<file path="src/hw/rtl/cau_pkg.sv">
// types and constants of the complex arithmetic unit
package cau_pkg;

    localparam int DATA_W     = 16;
    localparam int FRAC       = 8;
    localparam int PROD_W     = 2 * DATA_W;
    localparam int MAG_W      = 2 * DATA_W;
    localparam int QUO_W      = DATA_W + 1;
    localparam int DIV_STEPS  = QUO_W;
    localparam int IN_DATA_W  = 4 * DATA_W;
    localparam int OUT_DATA_W = 2 * DATA_W;

    localparam logic [MAG_W-1:0]  NEG_LIM = MAG_W'(1) << (DATA_W - 1);
    localparam logic [MAG_W-1:0]  POS_LIM = NEG_LIM - MAG_W'(1);
    localparam logic [DATA_W-1:0] SAT_MAX = POS_LIM[DATA_W-1:0];
    localparam logic [DATA_W-1:0] SAT_MIN = NEG_LIM[DATA_W-1:0];

    typedef enum logic [1:0] {
        OP_ADD = 2'd0,
        OP_SUB = 2'd1,
        OP_MUL = 2'd2,
        OP_DIV = 2'd3
    } op_t;

    typedef enum logic [1:0] {
        ST_OK  = 2'd0,
        ST_SAT = 2'd1,
        ST_DZ  = 2'd2
    } status_t;

    typedef struct packed {
        op_t                      op;
        logic signed [DATA_W-1:0] a_re;
        logic signed [DATA_W-1:0] a_im;
        logic signed [DATA_W-1:0] b_re;
        logic signed [DATA_W-1:0] b_im;
    } in_t;

    // sign/magnitude item as it walks through the divider steps;
    // rem holds the magnitude (shifted down by FRAC for multiply) for every operation but divide
    typedef struct packed {
        op_t              op;
        logic             dz;
        logic             neg_re;
        logic             neg_im;
        logic             ovf_re;
        logic             ovf_im;
        logic [MAG_W-1:0] rem_re;
        logic [MAG_W-1:0] rem_im;
        logic [QUO_W-1:0] acc_re;
        logic [QUO_W-1:0] acc_im;
        logic [MAG_W-1:0] den;
    } div_t;

    typedef struct packed {
        logic signed [DATA_W-1:0] res_re;
        logic signed [DATA_W-1:0] res_im;
        status_t                  status;
    } out_t;

endpackage

</file>
<file path="src/hw/rtl/cau_div_step.sv">
// one restoring division step for both parts of the quotient
module cau_div_step import cau_pkg::*;
(
    input  logic clk,
    input  logic rst_n,
    input  logic in_valid,
    output logic in_ready,
    input  div_t in_data,
    output logic out_valid,
    input  logic out_ready,
    output div_t out_data
);

    logic           v_reg;
    div_t           d_reg, d_next;
    logic [MAG_W:0] trial_re, trial_im;
    logic           take_re, take_im;
    logic           active;

    assign in_ready = !v_reg || out_ready;

    always_comb
    begin
        active   = (in_data.op == OP_DIV) && !in_data.dz;
        // shift the next dividend bit into the partial remainder
        trial_re = {in_data.rem_re, in_data.acc_re[QUO_W-1]};
        trial_im = {in_data.rem_im, in_data.acc_im[QUO_W-1]};
        take_re  = trial_re >= {1'b0, in_data.den};
        take_im  = trial_im >= {1'b0, in_data.den};
        d_next   = in_data;
        if (active && !in_data.ovf_re)
        begin
            d_next.rem_re = take_re ? MAG_W'(trial_re - {1'b0, in_data.den})
                                    : trial_re[MAG_W-1:0];
            d_next.acc_re = {in_data.acc_re[QUO_W-2:0], take_re};
        end
        if (active && !in_data.ovf_im)
        begin
            d_next.rem_im = take_im ? MAG_W'(trial_im - {1'b0, in_data.den})
                                    : trial_im[MAG_W-1:0];
            d_next.acc_im = {in_data.acc_im[QUO_W-2:0], take_im};
        end
    end

    always_ff @(posedge clk or negedge rst_n)
    begin
        if (!rst_n)
            v_reg <= 1'b0;
        else if (in_ready)
            v_reg <= in_valid;
    end

    always_ff @(posedge clk)
    begin
        if (in_ready && in_valid)
            d_reg <= d_next;
    end

    assign out_valid = v_reg;
    assign out_data  = d_reg;

endmodule

</file>
<file path="config.mk">
export PLATFORM = sky130hd
export DESIGN_NAME = cau_div_step
export DESIGN_NICKNAME = d
export VERILOG_FILES = /design/src/hw/rtl/cau_pkg.sv /design/src/hw/rtl/cau_div_step.sv
export SDC_FILE = /design/constraint.sdc
export NUM_CORES = 1
export LEC_CHECK = 0
export ABC_AREA = 1
export BUFFER_PORTS_ARGS = -buffer_cell sky130_fd_sc_hd__clkbuf_2
export CORE_UTILIZATION = 55
export DETAILED_ROUTE_END_ITERATION = 12
export PLACE_DENSITY = 0.92
export SLEW_MARGIN = 15
export SYNTH_ARGS = -nofsm -noshare
export SYNTH_HDL_FRONTEND = slang
export SYNTH_SLANG_ARGS = --single-unit
</file>
<file path="constraint.sdc">
create_clock -name clk -period 8.8 [get_ports clk]
set_input_delay 0.44 -clock clk [delete_from_list [all_inputs] [get_ports clk]]
set_output_delay 0.44 -clock clk [all_outputs]
set_load 0.01 [all_outputs]
</file>
## Word level (Yosys, flattened, before mapping)

Cells that the tools add are included.
Widths: inputs -> output; s select.

- Flip-flop bits (word level): 138
- Word-level logic and storage cells: 32

- Add/sub/neg operators: 2
- Order comparisons: 2
- Eq/ne operators: 1
- Muxes and demuxes: 6
- Reduce and logical (&&, ||, !) cells: 9

Operators with widths:

| kind | number |
|---|---|
| $mux 32 | 4 |
| $ge 33x32->1 | 2 |
| $sub 32x32->32 | 2 |
| $mux 17 | 2 |
| $logic_and 1x1->1 | 4 |
| $logic_not 1->1 | 4 |
| $eq 2x2->1 const B | 1 |
| $logic_or 1x1->1 | 1 |

## Longest topological paths before layout

- Word-level depth: 4
- Mapped depth: 17
- Mapped depth without buffers: 16

## Worst setup path before layout

No wires, ideal clock.

- Path kind: input to register
- Start point: input port in_valid
- End point: register d_reg, in the netlist out_data[0], enable pin
- Data arrival time: 7.075 ns
- Required time: 8.121 ns
- Path slack: 1.047 ns
- Stages: 2
- Buffers on the path: 0
- Cell sequence: inv_1 > a21oi_1

- Longest elaborated chain between the ends: 1

Ends and longest elaborated chain:

| item | line | RTL |
|---|---|---|
| start, declared | cau_div_step.sv:6 | `input logic in_valid,` |
| $logic_and 1x1->1 | cau_div_step.sv:55 | `if (in_ready && in_valid)` |
| end signal, assigned | cau_div_step.sv:56 | `d_reg <= d_next;` |
| end, declared | cau_div_step.sv:15 | `div_t d_reg, d_next;` |

No other way between the ends.
A chain may end at the register's enable or synchronous reset.

==> results.md <==
- Core area: 0.0189 mm2
- Starting Density: 56.7%
- Fin crit period: 2.88 ns
- Avg Vias per Cell: 5.36
- Placer Congestion: just under 1
- Final nets: 2,014
- Synth-to-Final Area Change: 21.0%
- Yosys top cell by area: edfxtp_1
- Root Driver: clkbuf_16
- Post-synth EDFFs: 137
- HP Class: input pin to flop
- Final setup vio count: 0
- Main synth FF type: edfxtp_1
- Fmax: 347 MHz
- HPWL after detailed placement: 28,500 um
- YS warnings: 0
- Cells after Synth: 1,530
- Worst Setup SP: in_data[6]
- Maximum capacitance violations: 0
- Worst Path Max Fanout: 33
- Vias: 11,100
- Final instance area: 0.0130 mm2
- Yosys reg bits: between 100 and 150
- Clock Latency Late Sink: 0.45 ns
- Synthesized area: ~0.011 mm2
- FF-to-FF path depth: 3
- Fillers: 1,646
- Largest net degree at the start of global routing: 80
- PortBufs: 279
- Slew headroom: 32.2%
- Die area: 0.0200 mm2
- IO Count: 280
- Post-route ant nets: 0
- Top-area cell type share of the netlist area: 38.4%
- Final slew viol count: 0
- Worst R2R Start: out_valid
- RSZ-0062 raised after global routing: no
- Sequential-to-total area share from yosys stat: 38.6%
- Layout cells sized above 1: 19.0%
- Post-cts resize count: 0
- P_leak: 6.92 nW
- DR WL/cell: 17.2 um
- H-tree depth: 4
- CTS Buf Count: 17
- Site Rows: 50
- Status: finished, final reports clean
- Peak supply drop: 158 uV
- Area after DPL: roughly 0.012 mm2
- CP endpoint: out_data[90]
- CP startpoint kind: input pin
- Final period utilization: 32.8%
- CTS tree: built
- Routed wire length: 35,800 um
- Post-route DRC: 0
- TritonRoute pass-1 iters: 5
- Reg2Reg Setup Slack: 6.26 ns
- WP data required: 9.11 ns
- Total GRT Usage: 35.9%
- FFs w/ async S/R, synth: 0.725%
- Syn_area_per_cell: 7.00 um2
- Critical path data arrival time: roughly 3.2 ns
- Pwr Density: 158 mW/mm2
- Syn_nets: 1,737
- Setup TNS: 0 ns
- Global-route wire length before repair: 54,700 um
- CTS max path bufs: 2
- Grt ovf: 0
- Critical path type: input pin to flop
- Synth cell types: 36
- Initial antenna violation count: 1
- Worst-Margin Slew: 1.02 ns
- Die width: 142 um
- CTS Sinks: 138
- Initial DRC Count: 1,032
- Die height: about 140 um
- Vias in the first global route: 10,500
- Register clock-pin slew on the reported worst setup and hold paths: roughly 0.07 ns
- Nature of the critical path endpoint: flop
- Top post-synthesis cells by area: edfxtp_1 (38%), nand2_1 (23%), inv_1 (8.1%)
- Clk_skew: about 0.014 ns
- Final Hold Viols: 0
- Reg-to-reg endpoint: out_data[106]
==> sequential cells by signal, indices dropped and copies added (netlist names) <==
| signal | count |
|---|---|
| out_valid | 1 |
| out_data | 137 |
==> power by group <==
group	internal, mW	switching (mW)	total, mW
combinational	0.174	0.345	0.520
sequential	0.774	0.0119	0.785
clock	0.409	0.332	0.741
total	1.36	0.689	2.05
==> area by class of cell <==
| cell class | instances | area, um2 | area share [%] |
|---|---|---|---|
| tap | 260 | 325 | 2.51 |
| inverter | 236 | 888 | 6.86 |
| timing repair buffer | 286 | 1450 | 11.2 |
| multi-input combinational | 1128 | 5560 | 42.9 |
| clock inverter | 14 | 155 | 1.20 |
| sequential | 138 | 4140 | 31.9 |
| antenna | 1 | 2.50 | 0.0193 |
| clock buffer | 18 | 439 | 3.39 |
==> synth_stat cells, types with 3 or more instances <==
cell / count
a21o_1: 4
a21oi_1: 43
a21oi_2: 3
buf_2: 5
buf_6: 4
clkbuf_1: 15
edfxtp_1: 137
ha_1: 64
inv_1: 232
inv_2: 3
nand2_1: 644
nand2_2: 6
nand2_4: 3
nand3_1: 137
nand3b_1: 11
nand4_1: 22
nor2_1: 106
nor2_2: 5
nor2_4: 4
nor3_1: 7
o21ai_0: 16
o21bai_1: 8
xnor2_1: 3
xor2_1: 30
==> worst max-delay path, stage by stage <==
cell,delay [ns]
clkbuf_2,0.10
inv_1,0.09
ha_1,0.36
nand2_1,0.11
nand2_1,0.09
nand2_1,0.07
nand2_1,0.06
inv_1,0.05
nand3_1,0.19
nand2_1,0.11
nand2_1,0.09
nand2_1,0.17
nand2_4,0.27
nor2_4,0.70
nand2_1,0.12
nand3_1,0.13
==> repair_timing <==
action | in CTS | in global routing
hold buffers | 1 | 0
setup buffers | 0 | 0
endpoints found under the hold margin | 1 | 0
==> how the worst min path moves through the flow <==
stage	cells after the start	endpoint	start	slack (ns)
floorplan	0	out_valid	rst_n	0.14
global placement	1	out_valid	rst_n	0.22
detailed placement	1	out_valid	rst_n	0.22
CTS	1	out_data[133]	in_data[133]	0.17
global route	1	out_data[133]	in_data[133]	0.18
finish	1	out_data[133]	in_data[133]	0.18
==> per-stage QoR <==
step	hold WS (ns)	util, %	std cells	setup slack, ns	total power, mW
2_1_floorplan	0.144	-	1530	1.05	1.13
4_1_cts	0.174	68.6	2080	6.00	2.04
5_1_grt	0.177	68.6	2081	5.71	2.12
3_3_place_gp	0.216	65.4	2047	5.66	1.30
6_report	0.183	68.6	2081	5.92	2.05
3_5_place_dp	0.217	65.4	2047	5.59	1.31
==> kinds of logic (layout without fill, tap and decap cells) <==
| family | count (synthesis) | in the layout | synth area share, % |
|---|---|---|---|
| fa+ha+maj | 66 | 66 | 7.85 |
| flops | 138 | 138 | 38.6 |
| xor+xnor | 33 | 33 | 2.70 |
| other cells | 0 | 1 | 0 |
| compound gates | 77 | 77 | 4.09 |
| buf+inv | 264 | 554 | 9.68 |
| simple gates | 952 | 952 | 37.0 |
==> cell usage in the layout, fill, tap and decap left out, drive strengths merged <==
cell	n
nand3	137
bufinv	1
dlygate4sd3	1
o21a	2
xnor2	3
o21ai	16
clkbuf	297
nand4	22
fa	2
o21bai	9
nand3b	11
inv	244
clkinvlp	3
a21oi	46
and3	1
clkinv	2
nor3	7
diode	1
a21o	4
buf	6
xor2	30
ha	64
nor4	4
dfrtp	1
and2	2
nand2	653
edfxtp	137
nor2	115
==> layer usage <==
| layer | vias up | wire length (um) | track usage (%) |
|---|---|---|---|
| li1 | 5431 | - | - |
| met1 | 5003 | 14500 | 44.5 |
| met2 | 614 | 17100 | 61.7 |
| met3 | 98 | 2930 | 5.70 |
| met4 | 0 | 1320 | 16.0 |
| met5 | - | 0 | 0 |
(Power assumes the default switching activity.)
