$ cat src/hw/rtl/cau_pkg.sv
// types and constants of the complex arithmetic unit
package cau_pkg;

    localparam int DATA_W     = 16;
    localparam int FRAC       = 8;
    localparam int PROD_W     = 2 * DATA_W;
    localparam int MAG_W      = 2 * DATA_W;
    localparam int QUO_W      = DATA_W + 1;
    localparam int DIV_STEPS  = QUO_W;
    localparam int IN_DATA_W  = 4 * DATA_W;
    localparam int OUT_DATA_W = 2 * DATA_W;

    localparam logic [MAG_W-1:0]  NEG_LIM = MAG_W'(1) << (DATA_W - 1);
    localparam logic [MAG_W-1:0]  POS_LIM = NEG_LIM - MAG_W'(1);
    localparam logic [DATA_W-1:0] SAT_MAX = POS_LIM[DATA_W-1:0];
    localparam logic [DATA_W-1:0] SAT_MIN = NEG_LIM[DATA_W-1:0];

    typedef enum logic [1:0] {
        OP_ADD = 2'd0,
        OP_SUB = 2'd1,
        OP_MUL = 2'd2,
        OP_DIV = 2'd3
    } op_t;

    typedef enum logic [1:0] {
        ST_OK  = 2'd0,
        ST_SAT = 2'd1,
        ST_DZ  = 2'd2
    } status_t;

    typedef struct packed {
        op_t                      op;
        logic signed [DATA_W-1:0] a_re;
        logic signed [DATA_W-1:0] a_im;
        logic signed [DATA_W-1:0] b_re;
        logic signed [DATA_W-1:0] b_im;
    } in_t;

    // sign/magnitude item as it walks through the divider steps;
    // rem holds the magnitude (shifted down by FRAC for multiply) for every operation but divide
    typedef struct packed {
        op_t              op;
        logic             dz;
        logic             neg_re;
        logic             neg_im;
        logic             ovf_re;
        logic             ovf_im;
        logic [MAG_W-1:0] rem_re;
        logic [MAG_W-1:0] rem_im;
        logic [QUO_W-1:0] acc_re;
        logic [QUO_W-1:0] acc_im;
        logic [MAG_W-1:0] den;
    } div_t;

    typedef struct packed {
        logic signed [DATA_W-1:0] res_re;
        logic signed [DATA_W-1:0] res_im;
        status_t                  status;
    } out_t;

endpackage

$ cat src/hw/rtl/cau_sat.sv
// output stage: saturate, encode two's complement and set the status
module cau_sat import cau_pkg::*;
(
    input  logic clk,
    input  logic rst_n,
    input  logic in_valid,
    output logic in_ready,
    input  div_t in_data,
    output logic out_valid,
    input  logic out_ready,
    output out_t out_data
);

    logic             v_reg;
    out_t             r_reg, r_next;
    logic [MAG_W-1:0] mag_re, mag_im;
    logic             sat_re, sat_im;
    logic [DATA_W:0]  enc_re, enc_im;

    // returns {saturated, value}
    function automatic logic [DATA_W:0] encode(input logic neg, input logic [MAG_W-1:0] mag);
        logic [DATA_W-1:0] low;
        low = mag[DATA_W-1:0];
        if (neg)
        begin
            if (mag > NEG_LIM)
                return {1'b1, SAT_MIN};
            return {1'b0, -low};
        end
        if (mag > POS_LIM)
            return {1'b1, SAT_MAX};
        return {1'b0, low};
    endfunction

    assign in_ready = !v_reg || out_ready;

    always_comb
    begin
        if (in_data.op == OP_DIV)
        begin
            mag_re = in_data.ovf_re ? '1 : MAG_W'(in_data.acc_re);
            mag_im = in_data.ovf_im ? '1 : MAG_W'(in_data.acc_im);
        end
        else
        begin
            mag_re = in_data.rem_re;
            mag_im = in_data.rem_im;
        end
        enc_re = encode(in_data.neg_re, mag_re);
        enc_im = encode(in_data.neg_im, mag_im);
        sat_re = enc_re[DATA_W];
        sat_im = enc_im[DATA_W];
        if (in_data.op == OP_DIV && in_data.dz)
        begin
            r_next.res_re = '0;
            r_next.res_im = '0;
            r_next.status = ST_DZ;
        end
        else
        begin
            r_next.res_re = enc_re[DATA_W-1:0];
            r_next.res_im = enc_im[DATA_W-1:0];
            r_next.status = (sat_re || sat_im) ? ST_SAT : ST_OK;
        end
    end

    always_ff @(posedge clk or negedge rst_n)
    begin
        if (!rst_n)
            v_reg <= 1'b0;
        else if (in_ready)
            v_reg <= in_valid;
    end

    always_ff @(posedge clk)
    begin
        if (in_ready && in_valid)
            r_reg <= r_next;
    end

    assign out_valid = v_reg;
    assign out_data  = r_reg;

endmodule

$ cat config.mk
export PLATFORM = sky130hd
export DESIGN_NAME = cau_sat
export DESIGN_NICKNAME = d
export VERILOG_FILES = /design/src/hw/rtl/cau_pkg.sv /design/src/hw/rtl/cau_sat.sv
export SDC_FILE = /design/constraint.sdc
export NUM_CORES = 1
export LEC_CHECK = 0
export BUFFER_PORTS_ARGS = -buffer_cell sky130_fd_sc_hd__buf_2
export CORE_ASPECT_RATIO = 1.1
export CORE_MARGIN = 2
export CORE_UTILIZATION = 45
export DETAILED_ROUTE_END_ITERATION = 10
export GPL_TIMING_DRIVEN = 0
export PLACE_DENSITY = 0.81
export SLEW_MARGIN = 5
export SYNTH_ARGS = -nofsm -noshare
export SYNTH_HDL_FRONTEND = slang
export SYNTH_SLANG_ARGS = --single-unit
$ cat constraint.sdc
create_clock -name clk -period 2.35 [get_ports clk]
set_input_delay 0.3525 -clock clk [delete_from_list [all_inputs] [get_ports clk]]
set_output_delay 0.3525 -clock clk [all_outputs]
set_load 0.01 [all_outputs]
Word-level counts from Yosys, hierarchy flattened
Cells that the tools add are included.

Add/subtract/negate cells: 2. $lt $le $gt $ge: 4. Equal/unequal tests: 1. Mux-type cells: 27. Reduce and logical (&&, ||, !) cells: 5.

Operator list (number): $mux W17 (12); $mux W32 (4); $gt A32 B15 Y1 const B (2); $gt A32 B16 Y1 const B (2); $neg A16 Y16 (2); $mux W1 (11); $eq A2 B2 Y1 const B (1); $logic_and A1 B1 Y1 (2); $logic_or A1 B1 Y1 (2); $logic_not A1 Y1 (1).

Bits in registers: 35. Input bits: 141. Output and inout bits: 36. Logic and storage cells: 43.

Longest topological paths before layout
Gate-level depths: netlist of the first run.

Depth after elaboration: 12. Mapped depth: 15. Gate-level depth less buffers: 11.

Worst setup path after synthesis of the first run
OpenSTA, ideal clock, no wires.

Path kind: input port to flip-flop. Start point: input in_data[135] (netlist bit). End point: register r_reg, in the netlist out_data[0] (data pin). Library setup time: 0.259 ns. Data arrival time: 3.373 ns. Data required time: 2.091 ns. Path slack: -1.282 ns. Cell stages on the path: 14. Buffers on the path: 4. Cell sequence: buf_4 buf_4 nand2_2 clkbuf_1 buf_2 nor2_1 a21oi_1 ha_1 nor4b_1 a22oi_1 nor4_4 a41o_1 nand2_1 o31a_1.

Longest elaborated chain between the ends: 12. Elaborated cells between the ends (all ways): 28. Those cells by class: 4 x order compare; 1 x eq/ne; 21 x mux; 2 x reduce/logical.

Ends and longest elaborated chain: start: declaration (RTL line cau_sat.sv:8) `input div_t in_data,`; $eq A2 B2 Y1 (*) (RTL line cau_sat.sv:39, cau_sat.sv:53); $mux W32 (RTL line cau_sat.sv:39) `if (in_data.op == OP_DIV)`; $gt A32 B16 Y1 (RTL line cau_sat.sv:26) `if (mag > NEG_LIM)`; $mux W1 (RTL line cau_sat.sv:26); $mux W1 (RTL line cau_sat.sv:24) `if (neg)`; $mux W17 (RTL line cau_sat.sv:28) `return {1'b0, -low};`; $mux W17 (RTL line cau_sat.sv:24); $mux W17 (RTL line cau_sat.sv:30) `if (mag > POS_LIM)`; $mux W17 (RTL line cau_sat.sv:32) `return {1'b0, low};`; $mux W17 (RTL line cau_sat.sv:30); $logic_or A1 B1 Y1 (RTL line cau_sat.sv:63) `r_next.status = (sat_re || sat_im) ? ST_SAT : ST_OK;`; $mux W1 (RTL line cau_sat.sv:63); end signal: assignment (RTL line cau_sat.sv:78) `r_reg <= r_next;`; end: declaration (RTL line cau_sat.sv:15) `out_t r_reg, r_next;`.

Every way passes the cells marked *; elsewhere a longest branch is shown, timed or not. The select of a mux whose other input is x is not followed. A chain may end at the register's enable or synchronous reset.

Worst setup path after layout of the first run
Start point: input in_data[135] (netlist bit). End point: register r_reg, in the netlist out_data[25] (data pin).

Longest elaborated chain between the ends: 10. Elaborated cells between the ends (all ways): 15. Those cells by class: 1 x add/sub; 2 x order compare; 1 x eq/ne; 10 x mux; 1 x reduce/logical.

Ends and longest elaborated chain (RTL line): $eq A2 B2 Y1 (*) (cau_sat.sv:39, cau_sat.sv:53); $mux W32 (cau_sat.sv:39); $gt A32 B16 Y1 (cau_sat.sv:26); $mux W1 (cau_sat.sv:26); $mux W1 (cau_sat.sv:24); $mux W17 (cau_sat.sv:28); $mux W17 (cau_sat.sv:24); $mux W17 (cau_sat.sv:30); $mux W17 (cau_sat.sv:32); $mux W17 (cau_sat.sv:30).

Marked as above.

==> results of run 1 <==
-- area by class of cell --
type                    count  area [um^2]
plain buffers              23          204
clock buffers               6         82.6
clock inverters             2         35.0
fillers                   584         2130
inverters                   8         30.0
multi-input cells         296         2260
flip-flops and latches     35         1050
well taps                  85          106
repair buffers            179         1030
-- power groups by stage --
stage          clock [mW]  sequential, mW  combinational (mW)
2_1_floorplan           0           0.778               0.308
3_3_place_gp            0           0.756               0.532
3_5_place_dp            0           0.757               0.543
4_1_cts             0.553           0.743               0.614
5_1_grt             0.579           0.745               0.715
6_report            0.549           0.742               0.666
-- what timing repair did --
action                     in CTS  in global routing
hold endpoints to repair        1                  0
setup endpoints to repair      32                 32
hold buffers                    1                  0
setup buffers                  32                  3
pin swaps                      17                 14
resized for setup              34                 37
-- state kept, by name, summed over array words and instances (netlist names) --
| register | cells |
|---|---|
| out_data | 34 |
| out_valid | 1 |
-- layout by cell type (no fill, tap or decap), types with 4 or more instances in the layout --
| cell | synthesis | final |
|---|---|---|
| buf_6 | 3 | 12 |
| nand3_1 | 8 | 8 |
| nor2_1 | 47 | 43 |
| a211oi_1 | 6 | 5 |
| o22ai_1 | 6 | 4 |
| a21oi_1 | 34 | 26 |
| nand2_1 | 34 | 30 |
| mux2i_1 | 9 | 9 |
| o31ai_2 | 0 | 4 |
| clkbuf_1 | 13 | 5 |
| nor3_1 | 4 | 4 |
| clkbuf_8 | 0 | 7 |
| or2_2 | 4 | 4 |
| nand2b_1 | 5 | 5 |
| edfxtp_1 | 34 | 34 |
| buf_2 | 6 | 144 |
| nor4_1 | 11 | 10 |
| o211a_1 | 8 | 8 |
| buf_4 | 2 | 28 |
| a22o_1 | 9 | 9 |
| inv_1 | 8 | 7 |
| mux2_2 | 6 | 6 |
| clkbuf_2 | 0 | 5 |
| and3_1 | 4 | 4 |
| o21ai_0 | 15 | 11 |
| a21oi_2 | 2 | 7 |
| nand4_1 | 5 | 5 |
-- metrics by stage --
| stage | setup TNS, ns | area (um^2) |
|---|---|---|
| after floorplan | -7.42 | 3260 |
| after global placement | -25.52 | 4080 |
| after detailed placement | -26.60 | 4080 |
| after CTS | -3.68 | 4610 |
| after global routing | -5.57 | 4790 |
| final | -3.01 | 4790 |
-- cell families (layout without fill, tap and decap cells) --
kind of cell	Yosys count	in the layout
and+or+nand+nor	150	150
muxes	15	15
buffers and inverters	32	218
xor gates and xnor gates	4	4
DFF	35	35
adders and majority gates	4	4
AOI/OAI and AO/OA	123	123
-- cell usage after synthesis (all sizes together), types with 3 or more instances --
master	n
a211o	3
a211oi	6
a21o	3
a21oi	36
a22o	9
a31oi	3
and2	3
and3	4
and4	3
buf	11
clkbuf	13
edfxtp	34
ha	4
inv	8
mux2	6
mux2i	9
nand2	35
nand2b	5
nand3	8
nand4	5
nor2	47
nor3	5
nor4	14
nor4b	3
nor4bb	3
o211a	8
o211ai	3
o21ai	15
o22ai	6
o31ai	7
o32ai	3
or2	5
or3	3
-- metal layers --
metal  up-vias  track usage [%]  wire length (um)
met4         0             8.06               165
met3        15             2.79               827
li1       1781                -                 -
met5         -                0                 0
met2       221             45.4              5290
met1      1694             36.0              4560
-- worst paths after layout --
kind | startpoint | endpoint | cells past startpoint
worst min-delay path | in_valid | out_valid | 2
worst min register to register | out_valid | out_valid | 2
worst max register to register | out_valid | out_data[28] | 2
max in group asynchronous | rst_n | out_valid | 2
worst max-delay path | in_data[135] | out_data[25] | 12
min in group asynchronous | rst_n | out_valid | 2
-- critical path, cell delays in order --
cell	delay [ns]
buf_6	0.07
buf_6	0.09
buf_8	0.10
buf_4	0.11
buf_4	0.16
a21oi_1	0.08
a21oi_1	0.61
nor4_4	0.15
a41o_2	0.34
buf_6	0.14
and2_4	0.16
a31o_4	0.24
==> impl_metrics.py, run 1 <==
metrics = {
    "synthesis": {
        "synthAdderAreaFrac_pct": 1.58,
        "syn_area_mm2": 0.00316,
        "yosys.area_share.simple_pct": 26.5,
        "ys.flop_type": "edfxtp_1",
        "synth_top_family_by_area": "compound AO/OA/AOI/OAI gates",
        "yosys.area_share.xor_xnor_pct": 1.11,
        "synth_top_area_cell": "edfxtp_1",
        "synth_edf_count": 34,
        "synth_compound_area_share_pct": 27.7,
        "synth_nets": 508,
        "synth_mux_area_share_pct": 4.99,
        "yosysWarnings": 0,
        "ys_ff_latch": 35,
        "synth.distinct_cells": 67,
        "synthArstFlopShare_pct": 2.86,
        "synthesis.instances": 363,
        "avgSynthCellArea_um2": 8.71,
        "netlist.area_leader.share_pct": 32.3,
        "ys_seq_area_share_pct": 33.1,
        "synthTopCellsByArea": "edfxtp_1, nor2_1, a21oi_1",
    },
    "drt": {
        "final_antenna_net_count": 0,
        "viasPerCell": 5.85,
        "wl_mm": 10.9,
        "detail_route.wl_per_cell_um": 17.1,
        "drc_errors": 0,
        "vias": 3711,
        "drtIter0Drc": 342,
        "drt-pass1-iter-count": 5,
    },
    "grt": {
        "grt_pass1_wl_mm": 16.8,
        "grt.total_usage_pct": 26.7,
        "antenna_found_initial": 0,
        "grt.overflow.total": 0,
        "grt_pass1_vias": 3468,
        "grt_max_degree": 35,
    },
    "placement": {
        "pre_cts_ws_ns": -1.22,
        "io_buffers": 143,
        "dpl.cell_count": 591,
        "place_congestion": 0.902,
        "place_hpwl_mm": 7.89,
    },
    "floorplan": {
        "ios": 177,
        "die_x_um": 83.9,
        "die_y_um": 91.9,
        "dieArea_mm2": 0.00771,
        "row_count": 32,
        "coreArea_mm2": 0.00693,
        "initial_core_util_pct": 45.6,
    },
    "clocking": {
        "numCtsBuffers": 5,
        "clk_pin_slew_worst_paths_ns": 0.07,
        "cts_max_level": 2,
        "clock_sinks": 35,
        "cts-root-buf": "clkbuf_8",
        "cts_tree": "done",
        "cts_buffer_depth": 2,
        "clock_latency_ns": 0.28,
    },
    "timing": {
        "fin_crit_ns": 2.57,
        "hold_violations": 0,
        "rsz0062_at_grt": "true",
        "fmax_ghz": 0.389,
        "postLayoutSetupSlackWorst_ns": -0.223,
        "max-slew-margin-rel_pct": 7.86,
        "tightest_slew_ns": 1.37,
        "holdWs_ns": 0.283,
        "finalSetupViolCount": 31,
        "clock_skew_ns": 0.00169,
        "slew_violations": 0,
        "finalCritPeriodShare_pct": 110,
    },
    "power_and_ir_drop": {
        "combinationalPowerShare_pct": 34.0,
        "netSwitchingPower_mw": 0.581,
        "clkPwrFrac_pct": 28.0,
        "power.internal_mw": 1.38,
        "leakagePower_nw": 2.12,
        "power.share.sequential_pct": 37.9,
        "power.density_mw_per_mm2": 408,
        "switching_share_pct": 29.7,
        "ir_worst_vdd_mv": 0.300,
        "finalPower_mw": 1.96,
    },
    "worst_setup_path": {
        "worstPathMaxFanout": 8,
        "startpoint_type": "input port",
        "r2r_slack_ns": 0.85,
        "crit_arrival_ns": 2.61,
        "end_kind": "flop",
        "cp.required_ns": 2.38,
        "critPathKind": "input port to flop",
    },
    "layout": {
        "area_growth_pct": 51.6,
        "nets": 693,
        "utilization_pct": 69.2,
        "final_cell_count_no_fill": 634,
        "diodes": 0,
        "drive_gt1_share_pct": 48.8,
    },
    "outcome": {
        "outcome": "complete, but fails checks",
        "failed_checks": "setup timing",
    },
    "run": {
        "drv_cap": 0,
    },
    "min_path": {
        "min_path_type": "input port to flop",
    },
}
Power figures use the tool's default switching activity.
==> run 2, diff against run 1 <==
--- a/config.mk
+++ b/config.mk
@@ -6,7 +6,7 @@
 export NUM_CORES = 1
 export LEC_CHECK = 0
 export BUFFER_PORTS_ARGS = -buffer_cell sky130_fd_sc_hd__buf_2
-export CORE_ASPECT_RATIO = 1.1
+export CORE_ASPECT_RATIO = 0.5
 export CORE_MARGIN = 2
 export CORE_UTILIZATION = 45
 export DETAILED_ROUTE_END_ITERATION = 10
==> impl_metrics.py, run 2 (synthesized netlist as in run 1, its figures left out) <==
metrics = {
    "outcome": {
        "outcome": "complete, but fails checks",
        "failed_checks": "setup timing",
    },
    "layout": {
        "fill_cells": 521,
        "finalInstanceArea_mm2": 0.00477,
        "final_cell_count_no_fill": 636,
        "diodes": 0,
        "final_cell_mix": "buf_2, nor2_1, edfxtp_1, nand2_1, a21oi_1",
        "final_common_cell": "buf_2",
        "drive_gt1_share_pct": 48.7,
        "nets": 688,
        "largest_register_ffs": 34,
        "area_growth_pct": 50.8,
    },
    "grt": {
        "antenna_found_initial": 0,
        "grt_pass1_vias": 3501,
        "grt.total_usage_pct": 28.3,
        "grt_pass1_wl_mm": 17.0,
        "grt.overflow.total": 0,
        "grt_max_degree": 35,
    },
    "floorplan": {
        "row_count": 21,
        "die_y_um": 63.3,
        "die_x_um": 123,
        "dieArea_mm2": 0.00775,
        "ios": 177,
        "initial_core_util_pct": 46.8,
        "coreArea_mm2": 0.00675,
    },
    "clocking": {
        "cts_tree": "done",
        "cts_max_level": 2,
        "cts-root-buf": "clkbuf_16",
        "cts_buffer_depth": 2,
        "clock_latency_ns": 0.29,
        "clk_pin_slew_worst_paths_ns": 0.06,
        "clock_sinks": 35,
        "numCtsBuffers": 5,
    },
    "power_and_ir_drop": {
        "netSwitchingPower_mw": 0.648,
        "ir_worst_vdd_mv": 0.303,
        "power.internal_mw": 1.41,
        "clkPwrFrac_pct": 31.8,
        "power.share.sequential_pct": 36.1,
        "power.density_mw_per_mm2": 432,
        "switching_share_pct": 31.5,
        "leakagePower_nw": 2.09,
        "combinationalPowerShare_pct": 32.1,
    },
    "min_path": {
        "worst_hold_path.num_cells": 2,
        "holdPathEnd": "out_valid",
        "min_path_type": "input port to flop",
        "hold_start": "in_valid",
    },
    "timing": {
        "finalSetupViolCount": 25,
        "clock_skew_ns": 0.00317,
        "postLayoutSetupSlackWorst_ns": -0.166,
        "finalCritPeriodShare_pct": 107,
        "rsz0062_at_grt": "true",
        "tightest_slew_ns": 0.954,
        "fin_crit_ns": 2.52,
        "fmax_ghz": 0.397,
        "slew_violations": 0,
        "hold_violations": 0,
        "holdWs_ns": 0.263,
        "max-slew-margin-rel_pct": 36.4,
    },
    "drt": {
        "drtIter0Drc": 438,
        "drc_errors": 0,
        "vias": 3854,
        "final_antenna_net_count": 0,
        "detail_route.wl_per_cell_um": 18.1,
        "wl_mm": 11.5,
        "viasPerCell": 6.06,
        "drt-pass1-iter-count": 6,
    },
    "placement": {
        "io_buffers": 143,
        "place_congestion": 0.925,
        "place_hpwl_mm": 7.80,
        "pre_cts_ws_ns": -1.17,
        "place_area_mm2": 0.00409,
        "dpl.cell_count": 598,
    },
    "worst_setup_path": {
        "worstPathMaxFanout": 9,
        "crit_arrival_ns": 2.56,
        "startpoint_type": "input port",
        "cp.required_ns": 2.39,
        "end_kind": "flop",
        "r2r-start": "out_valid",
        "reg2reg_depth": 2,
        "r2r_slack_ns": 0.79,
        "critPathKind": "input port to flop",
        "r2r-end": "out_data[11]",
    },
    "run": {
        "drv_cap": 0,
    },
}
-- run 2: worst max path at each step --
| stage | startpoint | to | slack, ns | depth (start not counted) |
|---|---|---|---|---|
| 3_3_place_gp | in_data[136] | out_data[0] | -1.14 | 15 |
| 3_5_place_dp | in_data[136] | out_data[0] | -1.17 | 15 |
| 4_1_cts | in_data[135] | out_data[29] | -0.28 | 16 |
| 6_report | in_data[135] | out_data[0] | -0.17 | 9 |
| 5_1_grt | in_data[135] | out_data[0] | -0.23 | 14 |
| 2_1_floorplan | in_data[136] | out_data[0] | -0.62 | 14 |
-- run 2: what timing repair did --
item                                   in CTS  in global routing
resized for setup                          36                 34
endpoints found under the hold margin       1                  0
hold buffers                                1                  0
buffers inserted                           21                 11
setup endpoints to repair                  32                 33
cloned                                      0                  0
pin swaps                                  14                 12
-- run 2: critical path: stages --
cell	delay [ns]
buf_6	0.09
buf_6	0.11
buf_4	0.16
o211a_1	0.13
or4_4	0.55
nor4b_4	0.38
a41oi_4	0.17
or2_4	0.32
o31a_1	0.30
-- run 2: layer usage --
metal  GRT usage [%]  wire (um)
met1            36.5       4730
met3            5.07        911
met5               0          0
met4            10.2        286
met2            47.6       5570
-- run 2: area by class of cell --
type / count / area [um^2] / share of cell area [%]
flip-flops and latches: 35 / 1050 / 21.9
inverters: 8 / 30.0 / 0.630
multi-input cells: 296 / 2250 / 47.2
repair buffers: 176 / 1010 / 21.1
clock inverters: 3 / 15.0 / 0.315
plain buffers: 21 / 178 / 3.73
clock buffers: 5 / 125 / 2.62
well taps: 92 / 115 / 2.41
-- run 2: power groups by stage --
stage                     logic (mW)  clock network (mW)  registers [mW]
after floorplan                0.308                   0           0.778
after global placement         0.531                   0           0.756
after detailed placement       0.540                   0           0.756
after CTS                      0.604               0.652           0.744
after global routing           0.709               0.690           0.747
final                          0.662               0.656           0.744
-- run 2: through the flow --
stage / setup TNS, ns / utilization (%) / power (mW)
finish: -1.71 / 70.6 / 2.06
global route: -3.82 / 70.6 / 2.15
CTS: -3.14 / 67.6 / 2.00
detailed placement: -24.50 / 60.5 / 1.30
global placement: -24.08 / 60.5 / 1.29
floorplan: -7.42 / - / 1.09
